<file path="src/sv/trle_pkg.sv">
`timescale 1ns / 1ps

package trle_pkg;

  localparam int unsigned CfgAddrWidth = 4;
  localparam int unsigned CfgDataWidth = 32;

  // register indexes on the configuration port
  localparam logic [1:0] REG_WIDTH  = 2'd0;
  localparam logic [1:0] REG_HEIGHT = 2'd1;
  localparam logic [1:0] REG_BITS   = 2'd2;

  localparam logic [15:0] WIDTH_RESET  = 16'd1;
  localparam logic [15:0] HEIGHT_RESET = 16'd1;
  localparam logic [7:0]  BITS_RESET   = 8'd24;

  localparam logic [7:0] RUN_HEADER_MIN = 8'd128;
  localparam logic [7:0] RUN_BIAS       = 8'd127;
  localparam logic [7:0] BITS_24        = 8'd24;
  localparam logic [7:0] BITS_32        = 8'd32;

  localparam logic [1:0] ST_OK       = 2'd0;
  localparam logic [1:0] ST_BAD_CFG  = 2'd1;
  localparam logic [1:0] ST_OVERFLOW = 2'd2;

  typedef enum logic [2:0] {
    PH_HEAD,
    PH_RAW,
    PH_RUN,
    PH_DONE,
    PH_ERR_CFG,
    PH_ERR_OVF
  } phase_t;

  // settings derived from the configuration registers
  typedef struct packed {
    logic        ok;       // size and depth supported
    logic        depth32;  // four bytes per pixel
    logic [31:0] total;    // width times height
  } cfg_t;

  typedef struct packed {
    logic [7:0]  red;
    logic [7:0]  green;
    logic [7:0]  blue;
    logic [7:0]  alpha;
    logic [7:0]  run_length;
    logic [31:0] first_pixel;
    logic        image_done;
    logic [1:0]  status;
  } result_t;

endpackage

</file>
<file path="src/sv/trle_cfg.sv">
`timescale 1ns / 1ps

module trle_cfg
  import trle_pkg::*;
(
  input  logic                    clk,
  input  logic                    rst,
  input  logic                    psel,
  input  logic                    penable,
  input  logic                    pwrite,
  input  logic [CfgAddrWidth-1:0] paddr,
  input  logic [CfgDataWidth-1:0] pwdata,
  output logic [CfgDataWidth-1:0] prdata,
  output cfg_t                    cfg
);

  logic [15:0] image_width, image_width_next;
  logic [15:0] image_height, image_height_next;
  logic [7:0]  pixel_bits, pixel_bits_next;
  logic [1:0]  reg_index;
  logic        wr_en;

  assign reg_index = paddr[3:2];
  assign wr_en     = psel && penable && pwrite;

  always_comb begin
    image_width_next  = image_width;
    image_height_next = image_height;
    pixel_bits_next   = pixel_bits;
    if (wr_en) begin
      unique case (reg_index)
        REG_WIDTH:  image_width_next  = pwdata[15:0];
        REG_HEIGHT: image_height_next = pwdata[15:0];
        REG_BITS:   pixel_bits_next   = pwdata[7:0];
        default: ;
      endcase
    end
  end

  always_comb begin
    unique case (reg_index)
      REG_WIDTH:  prdata = {16'd0, image_width};
      REG_HEIGHT: prdata = {16'd0, image_height};
      REG_BITS:   prdata = {24'd0, pixel_bits};
      default:    prdata = '0;
    endcase
  end

  // derived settings are registered with the write itself
  always_ff @(posedge clk) begin
    if (rst) begin
      image_width  <= WIDTH_RESET;
      image_height <= HEIGHT_RESET;
      pixel_bits   <= BITS_RESET;
      cfg.ok       <= 1'b1;
      cfg.depth32  <= 1'b0;
      cfg.total    <= 32'(WIDTH_RESET) * 32'(HEIGHT_RESET);
    end else begin
      image_width  <= image_width_next;
      image_height <= image_height_next;
      pixel_bits   <= pixel_bits_next;
      cfg.ok       <= (image_width_next != 16'd0) && (image_height_next != 16'd0) &&
                      ((pixel_bits_next == BITS_24) || (pixel_bits_next == BITS_32));
      cfg.depth32  <= (pixel_bits_next == BITS_32);
      cfg.total    <= 32'(image_width_next) * 32'(image_height_next);
    end
  end

endmodule

</file>
<file path="src/sv/trle_core.sv">
`timescale 1ns / 1ps

module trle_core
  import trle_pkg::*;
(
  input  logic       clk,
  input  logic       rst,
  input  logic       step,
  input  logic [7:0] data_byte,
  input  logic       frame_start,
  input  cfg_t       cfg,
  output logic       res_valid,
  output result_t    res
);

  phase_t      phase, phase_e, phase_next;
  logic [7:0]  packet_left, left_e, packet_left_next;
  logic [1:0]  byte_in_pixel, bip_e, byte_in_pixel_next;
  logic [31:0] colour_bytes, col_e, colour_bytes_next;
  logic [31:0] pixels_done, pd_e, pixels_done_next;

  logic [31:0] col_new;
  logic [2:0]  nbytes;
  logic        pix_full;
  logic        is_raw;
  logic [7:0]  run;
  logic [7:0]  left_after;
  logic [32:0] sum;
  logic        ovf;
  logic        done;

  // frame start clears the decoder before the byte is taken
  always_comb begin
    if (frame_start) begin
      phase_e = PH_HEAD;
      left_e  = '0;
      bip_e   = '0;
      col_e   = '0;
      pd_e    = '0;
    end else begin
      phase_e = phase;
      left_e  = packet_left;
      bip_e   = byte_in_pixel;
      col_e   = colour_bytes;
      pd_e    = pixels_done;
    end
  end

  always_comb begin
    nbytes     = cfg.depth32 ? 3'd4 : 3'd3;
    col_new    = col_e | (32'(data_byte) << {bip_e, 3'b000});
    pix_full   = ({1'b0, bip_e} + 3'd1) >= nbytes;
    is_raw     = (phase_e == PH_RAW);
    run        = is_raw ? 8'd1 : left_e;
    left_after = is_raw ? left_e - 8'd1 : 8'd0;
    sum        = {1'b0, pd_e} + 33'(run);
    ovf        = is_raw ? (pd_e >= cfg.total) : (sum > {1'b0, cfg.total});
    done       = (left_after == 8'd0) && (sum == {1'b0, cfg.total});
  end

  always_comb begin
    phase_next         = phase_e;
    packet_left_next   = left_e;
    byte_in_pixel_next = bip_e;
    colour_bytes_next  = col_e;
    pixels_done_next   = pd_e;
    res_valid          = 1'b0;
    res                = '0;
    res.first_pixel    = pd_e;

    if (phase_e == PH_HEAD || phase_e == PH_RAW || phase_e == PH_RUN) begin
      if (!cfg.ok) begin
        res_valid  = 1'b1;
        res.status = ST_BAD_CFG;
        phase_next = PH_ERR_CFG;
      end else if (phase_e == PH_HEAD) begin
        if (data_byte < RUN_HEADER_MIN) begin
          packet_left_next = data_byte + 8'd1;
          phase_next       = PH_RAW;
        end else begin
          packet_left_next = data_byte - RUN_BIAS;
          phase_next       = PH_RUN;
        end
        byte_in_pixel_next = '0;
        colour_bytes_next  = '0;
      end else if (!pix_full) begin
        colour_bytes_next  = col_new;
        byte_in_pixel_next = bip_e + 2'd1;
      end else if (ovf) begin
        res_valid  = 1'b1;
        res.status = ST_OVERFLOW;
        phase_next = PH_ERR_OVF;
      end else begin
        res_valid          = 1'b1;
        res.red            = col_new[23:16];
        res.green          = col_new[15:8];
        res.blue           = col_new[7:0];
        res.alpha          = cfg.depth32 ? col_new[31:24] : 8'd0;
        res.run_length     = run;
        res.image_done     = done;
        res.status         = ST_OK;
        packet_left_next   = left_after;
        byte_in_pixel_next = '0;
        colour_bytes_next  = '0;
        pixels_done_next   = sum[31:0];
        if (left_after == 8'd0) begin
          phase_next = done ? PH_DONE : PH_HEAD;
        end
      end
    end
  end

  always_ff @(posedge clk) begin
    if (rst) begin
      phase         <= PH_HEAD;
      packet_left   <= '0;
      byte_in_pixel <= '0;
      colour_bytes  <= '0;
      pixels_done   <= '0;
    end else if (step) begin
      phase         <= phase_next;
      packet_left   <= packet_left_next;
      byte_in_pixel <= byte_in_pixel_next;
      colour_bytes  <= colour_bytes_next;
      pixels_done   <= pixels_done_next;
    end
  end

endmodule

</file>
<file path="src/sv/trle_out_reg.sv">
`timescale 1ns / 1ps

module trle_out_reg
  import trle_pkg::*;
(
  input  logic    clk,
  input  logic    rst,
  input  logic    load,
  input  logic    load_valid,
  input  result_t load_data,
  output logic    free,
  output logic    result_valid,
  input  logic    result_ready,
  output result_t result
);

  // slot can take a new item when empty or being drained this cycle
  assign free = !result_valid || result_ready;

  always_ff @(posedge clk) begin
    if (rst) begin
      result_valid <= 1'b0;
    end else if (load) begin
      result_valid <= load_valid;
    end else if (result_ready) begin
      result_valid <= 1'b0;
    end
  end

  always_ff @(posedge clk) begin
    if (load && load_valid) begin
      result <= load_data;
    end
  end

endmodule

</file>
<file path="src/sv/tga_rle_pixel_decoder.sv">
`timescale 1ns / 1ps
// Latency: a result is valid on the cycle after the byte that completes it is accepted.
// Throughput: one byte per cycle; the result register is the only stall point, and a
//   byte is taken whenever that register is empty or is being read in the same cycle.
// Reset: synchronous, active high; clears the decoder to await a packet header,
//   empties the result register and sets width 1, height 1, 24 bits per pixel.

module tga_rle_pixel_decoder
  import trle_pkg::*;
(
  input  logic                    clk,
  input  logic                    rst,
  // configuration port
  input  logic                    psel,
  input  logic                    penable,
  input  logic                    pwrite,
  input  logic [CfgAddrWidth-1:0] paddr,
  input  logic [CfgDataWidth-1:0] pwdata,
  output logic [CfgDataWidth-1:0] prdata,
  output logic                    pready,
  // compressed byte stream
  input  logic                    data_valid,
  output logic                    data_ready,
  input  logic [7:0]              data_byte,
  input  logic                    frame_start,
  // decoded pixels and runs
  output logic                    result_valid,
  input  logic                    result_ready,
  output logic [7:0]              red,
  output logic [7:0]              green,
  output logic [7:0]              blue,
  output logic [7:0]              alpha,
  output logic [7:0]              run_length,
  output logic [31:0]             first_pixel,
  output logic                    image_done,
  output logic [1:0]              status
);

  cfg_t    cfg;
  logic    step;
  logic    res_valid;
  result_t res;
  result_t result;
  logic    slot_free;

  assign pready = 1'b1;

  // Registers plus the derived pixel total and validity flag; the total is
  // a registered 16x16 product so the byte path only sees an add and compare.
  trle_cfg u_cfg (
    .clk     (clk),
    .rst     (rst),
    .psel    (psel),
    .penable (penable),
    .pwrite  (pwrite),
    .paddr   (paddr),
    .pwdata  (pwdata),
    .prdata  (prdata),
    .cfg     (cfg)
  );

  // Every accepted byte steps the decoder; header bytes and partial pixel bytes give
  // no result unless the configuration is bad, the last byte of a pixel does.
  assign data_ready = slot_free;
  assign step       = data_valid && data_ready;

  trle_core u_core (
    .clk         (clk),
    .rst         (rst),
    .step        (step),
    .data_byte   (data_byte),
    .frame_start (frame_start),
    .cfg         (cfg),
    .res_valid   (res_valid),
    .res         (res)
  );

  // Result register between decoder and consumer.
  trle_out_reg u_out (
    .clk          (clk),
    .rst          (rst),
    .load         (step),
    .load_valid   (res_valid),
    .load_data    (res),
    .free         (slot_free),
    .result_valid (result_valid),
    .result_ready (result_ready),
    .result       (result)
  );

  assign red         = result.red;
  assign green       = result.green;
  assign blue        = result.blue;
  assign alpha       = result.alpha;
  assign run_length  = result.run_length;
  assign first_pixel = result.first_pixel;
  assign image_done  = result.image_done;
  assign status      = result.status;

endmodule

</file>
<file path="config.mk">
export PLATFORM = sky130hd
export DESIGN_NAME = tga_rle_pixel_decoder
export DESIGN_NICKNAME = d
export VERILOG_FILES = /design/src/sv/trle_pkg.sv /design/src/sv/trle_cfg.sv /design/src/sv/trle_core.sv /design/src/sv/trle_out_reg.sv /design/src/sv/tga_rle_pixel_decoder.sv
export SDC_FILE = /design/constraint.sdc
export NUM_CORES = 1
export LEC_CHECK = 0
export ABC_AREA = 1
export BUFFER_PORTS_ARGS = -buffer_cell sky130_fd_sc_hd__buf_2
export CORE_ASPECT_RATIO = 1.75
export CORE_MARGIN = 4
export CORE_UTILIZATION = 45
export DETAILED_ROUTE_END_ITERATION = 7
export SLEW_MARGIN = 20
export SYNTH_ARGS = -nofsm -noshare
export SYNTH_HDL_FRONTEND = slang
export SYNTH_SLANG_ARGS = --single-unit
</file>
<file path="constraint.sdc">
create_clock -name clk -period 10.6 [get_ports clk]
set_input_delay 2.12 -clock clk [delete_from_list [all_inputs] [get_ports clk]]
set_output_delay 2.12 -clock clk [all_outputs]
set_load 0.05 [all_outputs]
</file>
==> Word level (Yosys, flattened, before mapping) <==
Index checks and enable logic that the tools add are counted.
{ "totals": {"register_bits": 227, "input_bits": 52, "out_inout_bits": 110, "wordCells": 121} }
{ "op_classes": {"n_addsub": 6, "mul": 1, "n_lt_le_gt_ge": 4, "n_eq_ne": 7, "n_shift": 1, "muxes": 55, "bitwise_logic": 5, "n_reduce_logical": 21} }
{ "ops": {"columns": ["operator", "n"], "rows": [
  ["2-to-1 mux 32 bit", 12],
  ["2-to-1 mux 8 bit", 11],
  ["2-to-1 mux 16 bit", 4],
  ["case mux 16 bit (3 select lines)", 1],
  ["adder 32 x 8 -> 33 bit", 1],
  ["equality test 33 x 32 -> 1 bit", 1],
  ["greater-than comparator 33 x 32 -> 1 bit", 1],
  [">= comparator 32 bit", 1],
  ["multiplier 16 x 16 -> 32 bit", 1],
  ["bitwise OR 32 bit", 1],
  ["nonzero test 16 bit", 2],
  ["left shift 8 x 5 -> 32 bit", 1],
  ["2-to-1 mux 3 bit", 8],
  ["2-to-1 mux 2 bit", 9],
  ["2-to-1 mux 1 bit", 10],
  ["adder 8 x 1 -> 8 bit, second input constant", 1],
  ["equality test 8 x 5 -> 1 bit, second input constant", 1],
  ["equality test 8 x 6 -> 1 bit, second input constant", 1],
  ["zero test 8 bit", 1],
  ["less-than comparator 8 bit, second input constant", 1],
  ["subtractor 8 x 1 -> 8 bit, second input constant", 1],
  ["subtractor 8 x 7 -> 8 bit, second input constant", 1],
  ["logical AND 1 bit", 7],
  ["OR reduction 6 bit", 1],
  ["other kinds (15)", 21]
]} }

==> Logic depth before layout (Yosys ltp) <==
{ "depth": {"word_depth": 13, "ltp_mapped": 41, "mapped_depth_nobuf": 38} }

==> Cells and area by module <==
Synthesis repeated with hierarchy kept, for this count alone.
{ "hier_totals": {"cells_unflattened": 3003, "hier_area_um2": 22352.7} }
{ "modules_own_cells": {"columns": ["module", "instances", "cells_per_inst", "area_per_inst_um2", "seq_area_each_um2"], "rows": [
  ["trle_cfg", 1, 1575, 11872.6, 1481.4],
  ["trle_core", 1, 1341, 8157.8, 1541.5],
  ["trle_out_reg", 1, 83, 2303.5, 2272.2],
  ["tga_rle_pixel_decoder", 1, 4, 18.8, 0.0]
]} }

==> Least setup slack after synthesis <==
No wires, ideal clock.
{ "synth_path": {"kind": "input to register", "start": "input paddr[2]", "end": "register, netlist name u_cfg.cfg[31]", "setup_time_ns": 0.125, "arrival_time_ns": 8.004, "required_ns": 10.475, "setup_slack_ns": 2.471, "stages": 28, "n_path_buf": 3, "cell_sequence": "buf_2 nand2_1 nor2_1 buf_2 nand2_1 o21ai_1 clkbuf_1 nor2_1 fa_1 inv_1 fa_1 inv_1 fa_1 fa_1 fa_1 inv_1 fa_1 inv_1 ha_1 a21oi_1 o21ai_0 a21oi_1 nand2_1 a21o_1 a21oi_1 o21ai_0 o21ai_0 a21oi_1"} }
{ "synth_between": {"elab_chain_len": 4, "word_cells_on_any_way": 7, "cone_classes": "mul (1); eq/ne (1); mux (4); reduce/logical (1)"} }
{ "synth_rtl": {"columns": ["element", "line_no", "source"], "rows": [
  ["start, declared", "tga_rle_pixel_decoder.sv:17", "input logic [CfgAddrWidth-1:0] paddr,"],
  ["equality test 2 x 1 -> 1 bit or zero test 2 bit (tied branches)", "trle_cfg.sv:31", "unique case (reg_index)"],
  ["2-to-1 mux 16 bit", "trle_cfg.sv:31", null],
  ["2-to-1 mux 16 bit", "trle_cfg.sv:30", "if (wr_en) begin"],
  ["multiplier 16 x 16 -> 32 bit (*)", "trle_cfg.sv:65", "cfg.total <= 32'(image_width_next) * 32'(image_height_next);"]
]} }
Mark *: on every way between the ends. The rest lies on a longest branch, timed or not.
A chain may end at the register's enable or synchronous reset.

==> Worst setup path in the final report <==
{ "layout_path": {"start": "input paddr[3]", "end": "register, netlist name u_cfg.cfg[31]"} }
{ "layout_between": {"elab_chain_len": 4, "word_cells_on_any_way": 7, "cone_classes": "mul (1); eq/ne (1); mux (4); reduce/logical (1)"} }
{ "layout_rtl": {"columns": ["element", "line_no"], "rows": [
  ["equality test 2 x 1 -> 1 bit or zero test 2 bit (tied branches)", "trle_cfg.sv:31"],
  ["2-to-1 mux 16 bit", "trle_cfg.sv:31"],
  ["2-to-1 mux 16 bit", "trle_cfg.sv:30"],
  ["multiplier 16 x 16 -> 32 bit (*)", "trle_cfg.sv:65"]
]} }
Marked as above.

==> metrics.txt <==
Synth Instances=2827; # setup viols final=0; IO buf count=126; vias in the first global route=19826; effective utilization at floorplan=45.4%; final setup margin=1570 ps; RSZ-0062 raised after global routing=no; CTS tree=done; Post-CTS Hold Buffers=0; Final HPWL DP=53100 um; kind of critical path=in -> reg; Post-synth EDFFs=75; setup_tns=0 ps; Worst-Skew Late Latency=570 ps; num rows=106; Slew Limit Headroom=26.1%; Slew Viols, Final=0; Final Cycle Share=85.2%; first-pass GRT wire length=106000 um; GRT overflow=0; Die ar.=0.0519 mm2; maximum vdd drop=115 uV; DRC viols=0; Worst-path clk slew=60 ps; final antenna-violating net count=0; Routed wire per std cell=19.1 um; Tmin final=9030 ps; I/O Pins=162; TritonCTS buffer count=25; HP Class=reg -> reg; largest net degree at the start of global routing=96; GPL Wtd Cong=0.952; core outline area=0.0477 mm2; DR pass1 iterations=7; Fin. Hold Viols=0; most frequent cells in the layout=559 x nand2_1, 484 x inv_1, 306 x nor2_1; Ys Warns=0; ys async rst share=0%; WL final=67600 um; H-tree lvl count=1; critical path capture point type=register; Worst Path Required=11030 ps; routed vias/inst=5.44; initial antenna violation count=0; Arr. time, crit path=9460 ps; Avg Cell Area, Syn=7.66 um2; CP Max Fanout=20; Die Wd=174 um; gr usage total=25.7%; # Post-CTS Setup Buffers=0; register area share after synthesis=24.4%; Setup Skew=21.3 ps; Seq cells post-synth=227; via total after detailed routing=19220; commonest non-fill, non-tap cell in the layout=nand2_1; Post-layout nets=3349; Leak=11.5 nW; f_max=0.111 GHz; Top FF cell, synth=dfxtp_1; initial DRC count=1054; CTS Sinks=227; startpoint types=input port; pre-CTS WS=1120 ps; layout cells sized above 1=10.6%; CTS resizes=0; Die H=298 um; maxcap violations=0; Root Buffer=clkbuf_16; status=finished, final reports clean; clk buf depth=3; post-synthesis cell type count=52; area grow syn2layout=9.07%; Worst Tran Pin Value=1110 ps; power per cell area=104 mW/mm2; n_diodes=0; Syn Std Cell Area=0.0217 mm2
==> registers in the layout (all words and copies together) (netlist names) <==
register and cells:
u_cfg.cfg 34, u_cfg.image_height 16, u_cfg.image_width 16, u_cfg.pixel_bits 8
u_core.byte_in_pixel 2, u_core.colour_bytes 32, u_core.packet_left 8, u_core.phase 3
u_core.pixels_done 32, u_out.result 75, u_out.result_valid 1
==> metrics by stage <==
stage	util, %	power [mW]	area [um2]	hold WS, ps	std cells
2_1_floorplan	-	1.44	21700	445	2842
3_3_place_gp	47.8	1.59	22800	453	3487
3_5_place_dp	47.8	1.60	22800	456	3487
4_1_cts	49.5	2.48	23600	465	3533
5_1_grt	49.5	2.57	23600	484	3533
6_report	49.5	2.46	23600	465	3533
==> power breakdown <==
group,switching (mW),internal (mW)
clock network,0.384,0.490
logic,0.458,0.158
registers,0.0207,0.947
==> worst max-delay path, stage by stage <==
cell and delay (ps):
buf_2 110, clkinv_1 40, buf_4 240, nand2_1 100
nor2_2 500, buf_4 360, o21ai_1 110, inv_1 430
nand2_1 170, fa_1 550, inv_1 60, fa_1 490
fa_1 600, fa_1 440, fa_1 490, inv_1 50
fa_1 470, inv_1 40, ha_1 330, a21oi_1 320
o21ai_0 150, a21oi_1 150, nand2_1 170, a21o_1 230
a21oi_1 320, o21ai_0 160, o21ai_0 180, a21oi_1 60
==> routing by layer <==
layer	vias up	share of wire [%]	global-route usage, %
met5	-	0	0
met4	0	8.8	18.9
met3	251	4.0	2.60
met2	633	54	49.3
met1	9199	34	24.9
li1	9137	-	-
==> synth_stat cells, types with 10 or more instances <==
library cell	number	area, um2
o21a_1	12	90.1
o21ai_1	12	60.1
buf_4	19	143
buf_6	11	124
fa_1	195	3900
nand3_1	104	521
a21oi_1	194	971
a31oi_1	20	125
nor2_1	307	1150
o211ai_2	13	163
nand2_1	560	2100
edfxtp_1	75	2250
clkbuf_1	77	289
buf_2	10	50.1
nor3_1	28	140
ha_1	182	2280
xor2_1	26	228
o21ai_0	151	756
o21ai_2	11	96.3
inv_1	485	1820
o211ai_1	19	143
a21oi_2	25	219
clkinv_1	14	52.6
nor4_1	15	93.8
dfxtp_1	152	3040
nand4_1	26	163
==> final timing paths <==
kind              cells past startpoint                               start                                  to  slack (ps)
setup / recovery                     28                            paddr[3]            u_cfg.cfg[31]$_SDFF_PP0_        1570
hold / removal                        2  u_core.packet_left[5]$_SDFFE_PP0P_  u_core.packet_left[5]$_SDFFE_PP0P_         470
setup reg to reg                     24    u_cfg.image_width[10]$_SDFF_PP0_            u_cfg.cfg[31]$_SDFF_PP0_        3790
hold reg to reg                       2  u_core.packet_left[5]$_SDFFE_PP0P_  u_core.packet_left[5]$_SDFFE_PP0P_         470
==> logic make-up (layout without fill, tap and decap cells) <==
kind of cell	Yosys count	after routing	synth area share, %
simple gates	1081	1081	21.0
buf+inv	629	726	11.8
compound gates	476	476	12.8
fa+ha+maj	377	377	28.5
flops	227	227	24.4
xor+xnor	35	35	1.41
other cells	2	17	0.0347
==> area by class of cell <==
| type | instances | area, um2 |
|---|---|---|
| fill | 4786 | 24100 |
| sequential | 227 | 5300 |
| clock buffer | 30 | 654 |
| clock inverter | 16 | 141 |
| tap | 594 | 743 |
| timing repair buffer | 175 | 1020 |
| multi-input combinational | 1986 | 13900 |
| inverter | 505 | 1900 |
(Power assumes the default switching activity.)
